`src/design/mwrm_pkg.sv`:
```
package mwrm_pkg;

	localparam int CELLS_PER_SIDE_DEF = 5;
	localparam int COORD_W = 4;
	localparam int JOIN_W = 5;

	typedef enum logic [1:0] {
		ST_BROKEN   = 2'd0,
		ST_JOINED   = 2'd1,
		ST_NOT_WALL = 2'd2
	} status_t;

endpackage

```
`src/design/mwrm_ifs.sv`:
```
interface mwrm_in_if;
	logic                             valid;
	logic                             ready;
	logic [mwrm_pkg::COORD_W-1:0]     row;
	logic [mwrm_pkg::COORD_W-1:0]     column;

	modport source (output valid, output row, output column, input ready);
	modport sink (input valid, input row, input column, output ready);
endinterface

interface mwrm_out_if;
	logic                             valid;
	logic                             ready;
	mwrm_pkg::status_t                status;
	logic [mwrm_pkg::JOIN_W-1:0]      joined_count;
	logic                             all_joined;

	modport source (output valid, output status, output joined_count, output all_joined,
		input ready);
	modport sink (input valid, input status, input joined_count, input all_joined,
		output ready);
endinterface

```
`src/design/mwrm_ram.sv`:
```
module mwrm_ram #(
	parameter int WIDTH = 8,
	parameter int DEPTH = 16
) (
	input  logic                     clk,
	input  logic                     we,
	input  logic [$clog2(DEPTH)-1:0] waddr,
	input  logic [WIDTH-1:0]         wdata,
	input  logic [$clog2(DEPTH)-1:0] raddr,
	output logic [WIDTH-1:0]         rdata
);

	logic [WIDTH-1:0] mem [DEPTH];

	always_ff @(posedge clk) begin
		if (we) begin
			mem[waddr] <= wdata;
		end
		rdata <= mem[raddr];
	end

endmodule

```
`src/design/mwrm_decode.sv`:
```
module mwrm_decode #(
	parameter int CELLS_PER_SIDE = mwrm_pkg::CELLS_PER_SIDE_DEF
) (
	input  logic [mwrm_pkg::COORD_W-1:0]                      row,
	input  logic [mwrm_pkg::COORD_W-1:0]                      column,
	output logic                                              is_wall,
	output logic [$clog2(CELLS_PER_SIDE*CELLS_PER_SIDE)-1:0]  idx_a,
	output logic [$clog2(CELLS_PER_SIDE*CELLS_PER_SIDE)-1:0]  idx_b
);

	localparam int AW = $clog2(CELLS_PER_SIDE * CELLS_PER_SIDE);
	localparam int GRID_SIDE = 2 * CELLS_PER_SIDE + 1;
	localparam int HW = mwrm_pkg::COORD_W - 1;

	logic          horiz;
	logic          vert;
	logic          in_grid;
	logic [HW-1:0] half_r;
	logic [HW-1:0] half_c;
	logic [HW-1:0] ra;
	logic [HW-1:0] ca;

	// A wall between two cells lies on an interior position of mixed parity.
	always_comb begin
		horiz   = !row[0] && column[0];
		vert    = row[0] && !column[0];
		in_grid = (row != '0) && (column != '0)
			&& (32'(row) < 32'(GRID_SIDE - 1)) && (32'(column) < 32'(GRID_SIDE - 1));
		is_wall = in_grid && (horiz || vert);
		half_r  = row[mwrm_pkg::COORD_W-1:1];
		half_c  = column[mwrm_pkg::COORD_W-1:1];
		// the first cell is above or to the left of the wall
		ra      = horiz ? half_r - HW'(1) : half_r;
		ca      = vert ? half_c - HW'(1) : half_c;
		idx_a   = AW'(32'(ra) * 32'(CELLS_PER_SIDE) + 32'(ca));
		idx_b   = AW'(32'(half_r) * 32'(CELLS_PER_SIDE) + 32'(half_c));
	end

endmodule

```
`src/design/maze_wall_region_merger.sv`:
```
// Region label merger for a square maze of CELLS_PER_SIDE x CELLS_PER_SIDE cells.
// Channel wall (sink): one beat names a grid position (row, column) to break.
// Channel result (source): one beat per wall beat with status (broken, already
// joined, not a breakable wall), the number of cells sharing the label of the
// top-left cell, and all_joined when every cell carries that label.
// Only cell labels are stored: wall and pillar labels never reach a result.
// A breakable wall first reads the labels of its two cells; any other position
// goes straight to the scan. wall.ready is low while an item is in work, so the
// next wall beat is taken only once the result of the last one is loaded.
// Each item makes one scan of the label RAM, one cell a cycle, through a
// shared compare unit that relabels and counts in the same pass.
// After reset the RAM is loaded with the row-major numbering, one cell a
// cycle; wall.ready stays low during that pass.
// A result beat waits in its output register while result.ready is low; the
// next wall beat is still taken, and its result waits until the register is free.
module maze_wall_region_merger #(
	parameter int CELLS_PER_SIDE = mwrm_pkg::CELLS_PER_SIDE_DEF
) (
	input  logic               clk,
	input  logic               arst_n,
	mwrm_in_if.sink            wall,
	mwrm_out_if.source         result
);

	localparam int CELLS = CELLS_PER_SIDE * CELLS_PER_SIDE;
	localparam int AW = $clog2(CELLS);
	localparam int LW = $clog2(CELLS + 1);
	localparam int CW = $clog2(CELLS + 1);
	localparam int JOIN_W = mwrm_pkg::JOIN_W;

	typedef enum logic [2:0] {
		S_INIT,
		S_IDLE,
		S_RD_A,
		S_RD_B,
		S_SCAN,
		S_DRAIN,
		S_DONE
	} state_t;

	state_t            state_q;
	logic [AW-1:0]     rd_idx_q;
	logic [AW-1:0]     idx_b_q;
	logic [LW-1:0]     label_a_q;
	logic [LW-1:0]     label_b_q;
	logic              merge_q;
	mwrm_pkg::status_t status_q;
	logic [LW-1:0]     ref_q;
	logic [CW-1:0]     count_q;
	logic              proc_vld_s1;
	logic [AW-1:0]     proc_idx_s1;
	logic              res_valid_q;
	mwrm_pkg::status_t res_status_q;
	logic [JOIN_W-1:0] res_count_q;
	logic              res_all_q;

	logic              dec_is_wall;
	logic [AW-1:0]     dec_idx_a;
	logic [AW-1:0]     dec_idx_b;

	logic              ram_we;
	logic [AW-1:0]     ram_waddr;
	logic [LW-1:0]     ram_wdata;
	logic [AW-1:0]     ram_raddr;
	logic [LW-1:0]     ram_rdata;

	logic              hit;
	logic [LW-1:0]     new_label;
	logic              same_ref;

	mwrm_decode #(
		.CELLS_PER_SIDE(CELLS_PER_SIDE)
	) u_decode (
		.row    (wall.row),
		.column (wall.column),
		.is_wall(dec_is_wall),
		.idx_a  (dec_idx_a),
		.idx_b  (dec_idx_b)
	);

	mwrm_ram #(
		.WIDTH(LW),
		.DEPTH(CELLS)
	) u_labels (
		.clk  (clk),
		.we   (ram_we),
		.waddr(ram_waddr),
		.wdata(ram_wdata),
		.raddr(ram_raddr),
		.rdata(ram_rdata)
	);

	// Shared compare unit: relabel the second region to the first and test
	// the result against the label of the top-left cell.
	always_comb begin
		hit       = merge_q && (ram_rdata == label_b_q);
		new_label = hit ? label_a_q : ram_rdata;
		same_ref  = (new_label == ref_q);
	end

	// Read port: the first cell on the accepting beat, then the second cell,
	// then the scan address.
	always_comb begin
		case (state_q)
			S_IDLE:  ram_raddr = dec_idx_a;
			S_RD_A:  ram_raddr = idx_b_q;
			default: ram_raddr = rd_idx_q;
		endcase
	end

	// Write port: the numbering pass after reset, else write back a relabelled cell.
	always_comb begin
		if (state_q == S_INIT) begin
			ram_we    = 1'b1;
			ram_waddr = rd_idx_q;
			ram_wdata = LW'(rd_idx_q) + LW'(1);
		end else begin
			ram_we    = proc_vld_s1 && hit;
			ram_waddr = proc_idx_s1;
			ram_wdata = new_label;
		end
	end

	assign wall.ready          = (state_q == S_IDLE);
	assign result.valid        = res_valid_q;
	assign result.status       = res_status_q;
	assign result.joined_count = res_count_q;
	assign result.all_joined   = res_all_q;

	always_ff @(posedge clk or negedge arst_n) begin
		if (!arst_n) begin
			state_q      <= S_INIT;
			rd_idx_q     <= '0;
			idx_b_q      <= '0;
			label_a_q    <= '0;
			label_b_q    <= '0;
			merge_q      <= 1'b0;
			status_q     <= mwrm_pkg::ST_NOT_WALL;
			ref_q        <= '0;
			count_q      <= '0;
			proc_vld_s1  <= 1'b0;
			proc_idx_s1  <= '0;
			res_valid_q  <= 1'b0;
			res_status_q <= mwrm_pkg::ST_NOT_WALL;
			res_count_q  <= '0;
			res_all_q    <= 1'b0;
		end else begin
			// drop the result once the receiver takes the beat, unless a new one loads
			if (res_valid_q && result.ready && (state_q != S_DONE)) begin
				res_valid_q <= 1'b0;
			end

			// count stage of the scan; the top-left cell comes first and sets the reference
			if (proc_vld_s1) begin
				if (proc_idx_s1 == '0) begin
					ref_q   <= new_label;
					count_q <= CW'(1);
				end else if (same_ref) begin
					count_q <= count_q + CW'(1);
				end
			end

			case (state_q)
				S_INIT: begin
					if (rd_idx_q == AW'(CELLS - 1)) begin
						rd_idx_q <= '0;
						state_q  <= S_IDLE;
					end else begin
						rd_idx_q <= rd_idx_q + AW'(1);
					end
				end
				S_IDLE: begin
					if (wall.valid) begin
						rd_idx_q <= '0;
						if (dec_is_wall) begin
							idx_b_q <= dec_idx_b;
							state_q <= S_RD_A;
						end else begin
							merge_q  <= 1'b0;
							status_q <= mwrm_pkg::ST_NOT_WALL;
							state_q  <= S_SCAN;
						end
					end
				end
				S_RD_A: begin
					label_a_q <= ram_rdata;
					state_q   <= S_RD_B;
				end
				S_RD_B: begin
					label_b_q <= ram_rdata;
					merge_q   <= (label_a_q != ram_rdata);
					status_q  <= (label_a_q != ram_rdata) ? mwrm_pkg::ST_BROKEN
						: mwrm_pkg::ST_JOINED;
					state_q   <= S_SCAN;
				end
				S_SCAN: begin
					proc_vld_s1 <= 1'b1;
					proc_idx_s1 <= rd_idx_q;
					if (rd_idx_q == AW'(CELLS - 1)) begin
						state_q <= S_DRAIN;
					end else begin
						rd_idx_q <= rd_idx_q + AW'(1);
					end
				end
				S_DRAIN: begin
					proc_vld_s1 <= 1'b0;
					state_q     <= S_DONE;
				end
				S_DONE: begin
					// hold until the output register is free
					if (!res_valid_q || result.ready) begin
						res_valid_q  <= 1'b1;
						res_status_q <= status_q;
						res_count_q  <= JOIN_W'(count_q);
						res_all_q    <= (count_q == CW'(CELLS));
						rd_idx_q     <= '0;
						state_q      <= S_IDLE;
					end
				end
				default: begin
					state_q <= S_INIT;
				end
			endcase
		end
	end

endmodule

```
`src/flat_wrapper.sv`:
```
// flat-port wrapper written by rule: the top's interface ports become plain ports
module maze_wall_region_merger_flat 
#(
	parameter int CELLS_PER_SIDE = mwrm_pkg::CELLS_PER_SIDE_DEF
)
  (clk, arst_n, wall_valid, wall_row, wall_column, wall_ready, result_valid, result_status, result_joined_count, result_all_joined, result_ready);
  mwrm_in_if wall_i ();
  mwrm_out_if result_i ();
  input  logic clk;
  input  logic arst_n;
  input wire logic [$bits(wall_i.valid)-1:0] wall_valid;
  input wire logic [$bits(wall_i.row)-1:0] wall_row;
  input wire logic [$bits(wall_i.column)-1:0] wall_column;
  output wire logic [$bits(wall_i.ready)-1:0] wall_ready;
  output wire logic [$bits(result_i.valid)-1:0] result_valid;
  output wire logic [$bits(result_i.status)-1:0] result_status;
  output wire logic [$bits(result_i.joined_count)-1:0] result_joined_count;
  output wire logic [$bits(result_i.all_joined)-1:0] result_all_joined;
  input wire logic [$bits(result_i.ready)-1:0] result_ready;
  assign wall_i.valid = wall_valid;
  assign wall_i.row = wall_row;
  assign wall_i.column = wall_column;
  assign wall_ready = wall_i.ready;
  assign result_valid = result_i.valid;
  assign result_status = result_i.status;
  assign result_joined_count = result_i.joined_count;
  assign result_all_joined = result_i.all_joined;
  assign result_i.ready = result_ready;
  maze_wall_region_merger #(.CELLS_PER_SIDE(CELLS_PER_SIDE)) u_core (.clk(clk), .arst_n(arst_n), .wall(wall_i), .result(result_i));
endmodule
```
`config.mk`:
```
export PLATFORM = sky130hd
export DESIGN_NAME = maze_wall_region_merger_flat
export DESIGN_NICKNAME = d
export VERILOG_FILES = /design/src/design/mwrm_pkg.sv /design/src/design/mwrm_ifs.sv /design/src/design/mwrm_ram.sv /design/src/design/mwrm_decode.sv /design/src/design/maze_wall_region_merger.sv /design/src/flat_wrapper.sv
export SDC_FILE = /design/constraint.sdc
export NUM_CORES = 1
export LEC_CHECK = 0
export ABC_CLOCK_PERIOD_IN_PS = 2700
export BUFFER_PORTS_ARGS = -buffer_cell sky130_fd_sc_hd__clkbuf_2
export CORE_ASPECT_RATIO = 0.5
export CORE_MARGIN = 2
export CORE_UTILIZATION = 30
export DETAILED_ROUTE_END_ITERATION = 7
export REMOVE_ABC_BUFFERS = 1
export SYNTH_ARGS = -nofsm -noshare
export SYNTH_HDL_FRONTEND = slang
export SYNTH_SLANG_ARGS = --single-unit
```
`constraint.sdc`:
```
create_clock -name clk -period 2.7 [get_ports clk]
set_input_delay 0.135 -clock clk [delete_from_list [all_inputs] [get_ports clk]]
set_output_delay 0.135 -clock clk [all_outputs]
set_load 0.01 [all_outputs]
```
==> reports/summary.txt <==
relative slew slack = 51.4%
IO Pins = 22
routed len/inst = 18.1 um
Antenna Cells = 0
VDD IR-drop max = 0.638 mV
ys flop type = edfxtp_1
die height = 124 um
Worst EP arrival = 3.10 ns
Switching Power = 0.00581 W
TritonCTS Buffers = 17
fraction of registers with async set/reset = 28.2%
WHS = 0.0492 ns
DR DRC count = 0
Routed Antenna Nets = 0
mean number of vias per cell = 5.03
CTS root buffer = clkbuf_16
post-DP HPWL = 14900 um
Tcrit/Tclk final = 102%
pin count of the biggest net entering global routing = 32
Yosys cell types = 70
CTS tree = yes
share of cells above drive strength 1 = 30.4%
initial antenna violation count = 0
GRT Residual Overflow = 0
drt pass-1 iters = 6
hold wc startpoint = result_ready
Syn Std Cell Area = 8660 sq um
final std cells w/o fill = 1201
RR Startpoint = u_core.state_q[0]
Max Cap Viol = 0
kind of critical path = in2reg
Internal = 0.00826 W
register area share after synthesis = 59.2%
Tmin final = 2.75 ns
R2R depth = 9
Post-Route WL = 21700 um
Yosys Warn Count = 0
H-tree levels = 4
#FFs+latches synth = 181
Fmax = 364 MHz
sequential power share = 32.7%
global-route wire length before repair = 34300 um
Max Fanout on Critical Path = 8
detailed-route via count = 6045
Skew-Pair Late Insertion Delay = 0.44 ns
synthesized area per cell = 12.5 sq um
nets@finish = 844
Layout Skew = 0.00833 ns
Core ar. = 28000 sq um
number of max-slew violations in the final report = 0
clock sinks = 181
max reg flops = 125
vias in the first global route = 6151
cell total after placement = 1163
Setup-failing EPs final = 4
setup slack, reg-to-reg = -0.04 ns
DR iter-0 viols = 449
Worst setup SP type = input pin
RSZ-0062 raised after global routing = true
area grow syn2layout = 25.9%
most frequent cells in the layout = edfxtp_1, buf_4, nand2_1
Hold Vio Cnt, Final = 0
Gate power share = 49.4%
Slew @ Worst Pin = 0.723 ns
die width = 244 um
Die Area = 30300 sq um
IO buf count = 21
clock-pin slew on the worst setup and hold paths = 0.07 ns
Critical Path RT = 3.05 ns
num rows = 43
r2r endpoint = u_core.u_labels.rdata[2]
Most flops, register = u_core.u_labels.mem
GP Congestion = 0.925
total track usage = 14.9%
Post-synth EDFFs = 125
commonest non-fill, non-tap cell in the layout = edfxtp_1
min-delay worst type = in2reg
leak pwr = 4.28 nW
status = finished, violations left
pwr/cell area = 1290 nW/um^2
Clk pwr share = 17.9%
CTS max path bufs = 2
PnR worst setup slack = -0.0493 ns
failing checks = negative setup slack
Gate Count Post-Synth = 695
Cells on Worst Hold Path = 3
sw frac = 41.3%
Hold EP = u_core.result.valid
initial core utilization = 30.9%
Critical Path Sink Type = flip-flop
[cell type report]
type                    instances  area, sq um
clock buffers                  18          429
flip-flops and latches        181         5130
well taps                     382          478
repair buffers                122          953
fillers                      2619        17100
multi-input cells             466         3670
clock inverters                14          171
inverters                      18         75.1
[power by group through the flow]
stage               logic [W]  clock network (W)  registers [W]
finish                0.00696            0.00252        0.00460
global route          0.00751            0.00267        0.00466
detailed placement    0.00614                  0        0.00463
floorplan             0.00341                  0        0.00459
CTS                   0.00636            0.00256        0.00458
global placement      0.00603                  0        0.00462
[synthesized netlist by cell type (3+ instances only)]
cell type  instances  area [sq um]
o31ai_1            4          30.0
dfrtp_1           49          1230
mux2i_1           43           430
a311oi_1           5          43.8
inv_1             17          63.8
a221oi_1          13           114
nand3b_1           6          45.0
nand2_1           89           334
buf_2             10          50.1
a21o_1             7          52.6
a32oi_1           11          96.3
nor3_1             5          25.0
nor4_1             4          25.0
buf_4              4          30.0
ha_1              24           300
or3_1              4          25.0
nand4_1            5          31.3
and3_1             9          56.3
nor2_1            41           154
o21ai_0           32           160
dfxtp_1            5           100
clkbuf_1          12          45.0
a21oi_1           23           115
nor2b_1            3          18.8
edfxtp_1         125          3750
nor3b_1            4          30.0
nand3_1           25           125
nand2b_1           4          25.0
mux2_2            25           282
xnor2_1           19           166
xor2_1             9          78.8
a31oi_1            4          25.0
nor2_2             4          25.0
[critical path, stage by stage]
cell      delay, ns
buf_8          0.10
inv_4          0.05
ha_4           0.16
nand2_4        0.07
xnor2_4        0.18
ha_4           0.23
ha_4           0.24
fa_1           0.55
nand3b_1       0.13
a21oi_4        0.24
buf_6          0.13
a221oi_4       0.03
buf_12         0.19
a221oi_4       0.29
a221oi_2       0.11
a311oi_2       0.26
[per-layer routing]
metal | vias up | GRT usage, % | part of all wire (%)
met1 | 3064 | 19.1 | 46
li1 | 2812 | - | -
met3 | 33 | 3.08 | 4.0
met2 | 136 | 25.6 | 48
met5 | - | 0 | 0
met4 | 0 | 4.73 | 2.0
[logic make-up after synthesis]
logic type,Yosys count,synth area share (%)
xor gates and xnor gates,29,3.09
muxes,68,8.22
DFF,181,59.2
AOI/OAI and AO/OA,120,9.76
and+or+nand+nor,223,13.0
adders and majority gates,26,3.93
buffers and inverters,48,2.82
[repair_timing]
| item | in CTS | in global routing |
|---|---|---|
| resized for setup | 26 | 47 |
| endpoints found under the hold margin | 23 | 0 |
| hold buffers | 1 | 0 |
| setup buffers | 3 | 3 |
| pin swaps | 16 | 22 |
| endpoints found under the setup margin | 5 | 5 |
[how the worst max path moves through the flow]
stage                         startpoint                        to  slack (ns)  cells past startpoint
after global placement       wall_row[0]  u_core.u_labels.rdata[4]       -0.61                     15
after floorplan              wall_row[0]  u_core.u_labels.rdata[4]       -0.53                     14
after detailed placement     wall_row[0]  u_core.u_labels.rdata[3]       -0.80                     16
after CTS                 wall_column[0]  u_core.u_labels.rdata[2]       0.001                     16
final                        wall_row[0]  u_core.u_labels.rdata[2]       -0.05                     16
after global routing      wall_column[0]  u_core.u_labels.rdata[2]       -0.16                     16
[through the flow]
stage                     util, %  setup TNS [ns]  setup WS [ns]  area, sq um  power [W]
after floorplan                 -           -2.29         -0.534         8490    0.00801
after global placement       35.1           -2.92         -0.607         9850     0.0106
after detailed placement     35.1           -3.54         -0.801         9850     0.0108
after CTS                    37.9               0        0.00120        10600     0.0135
after global routing         38.9          -0.624         -0.160        10900     0.0148
final                        38.9          -0.115        -0.0493        10900     0.0141
No activity file was read; power rests on OpenSTA's default activity.
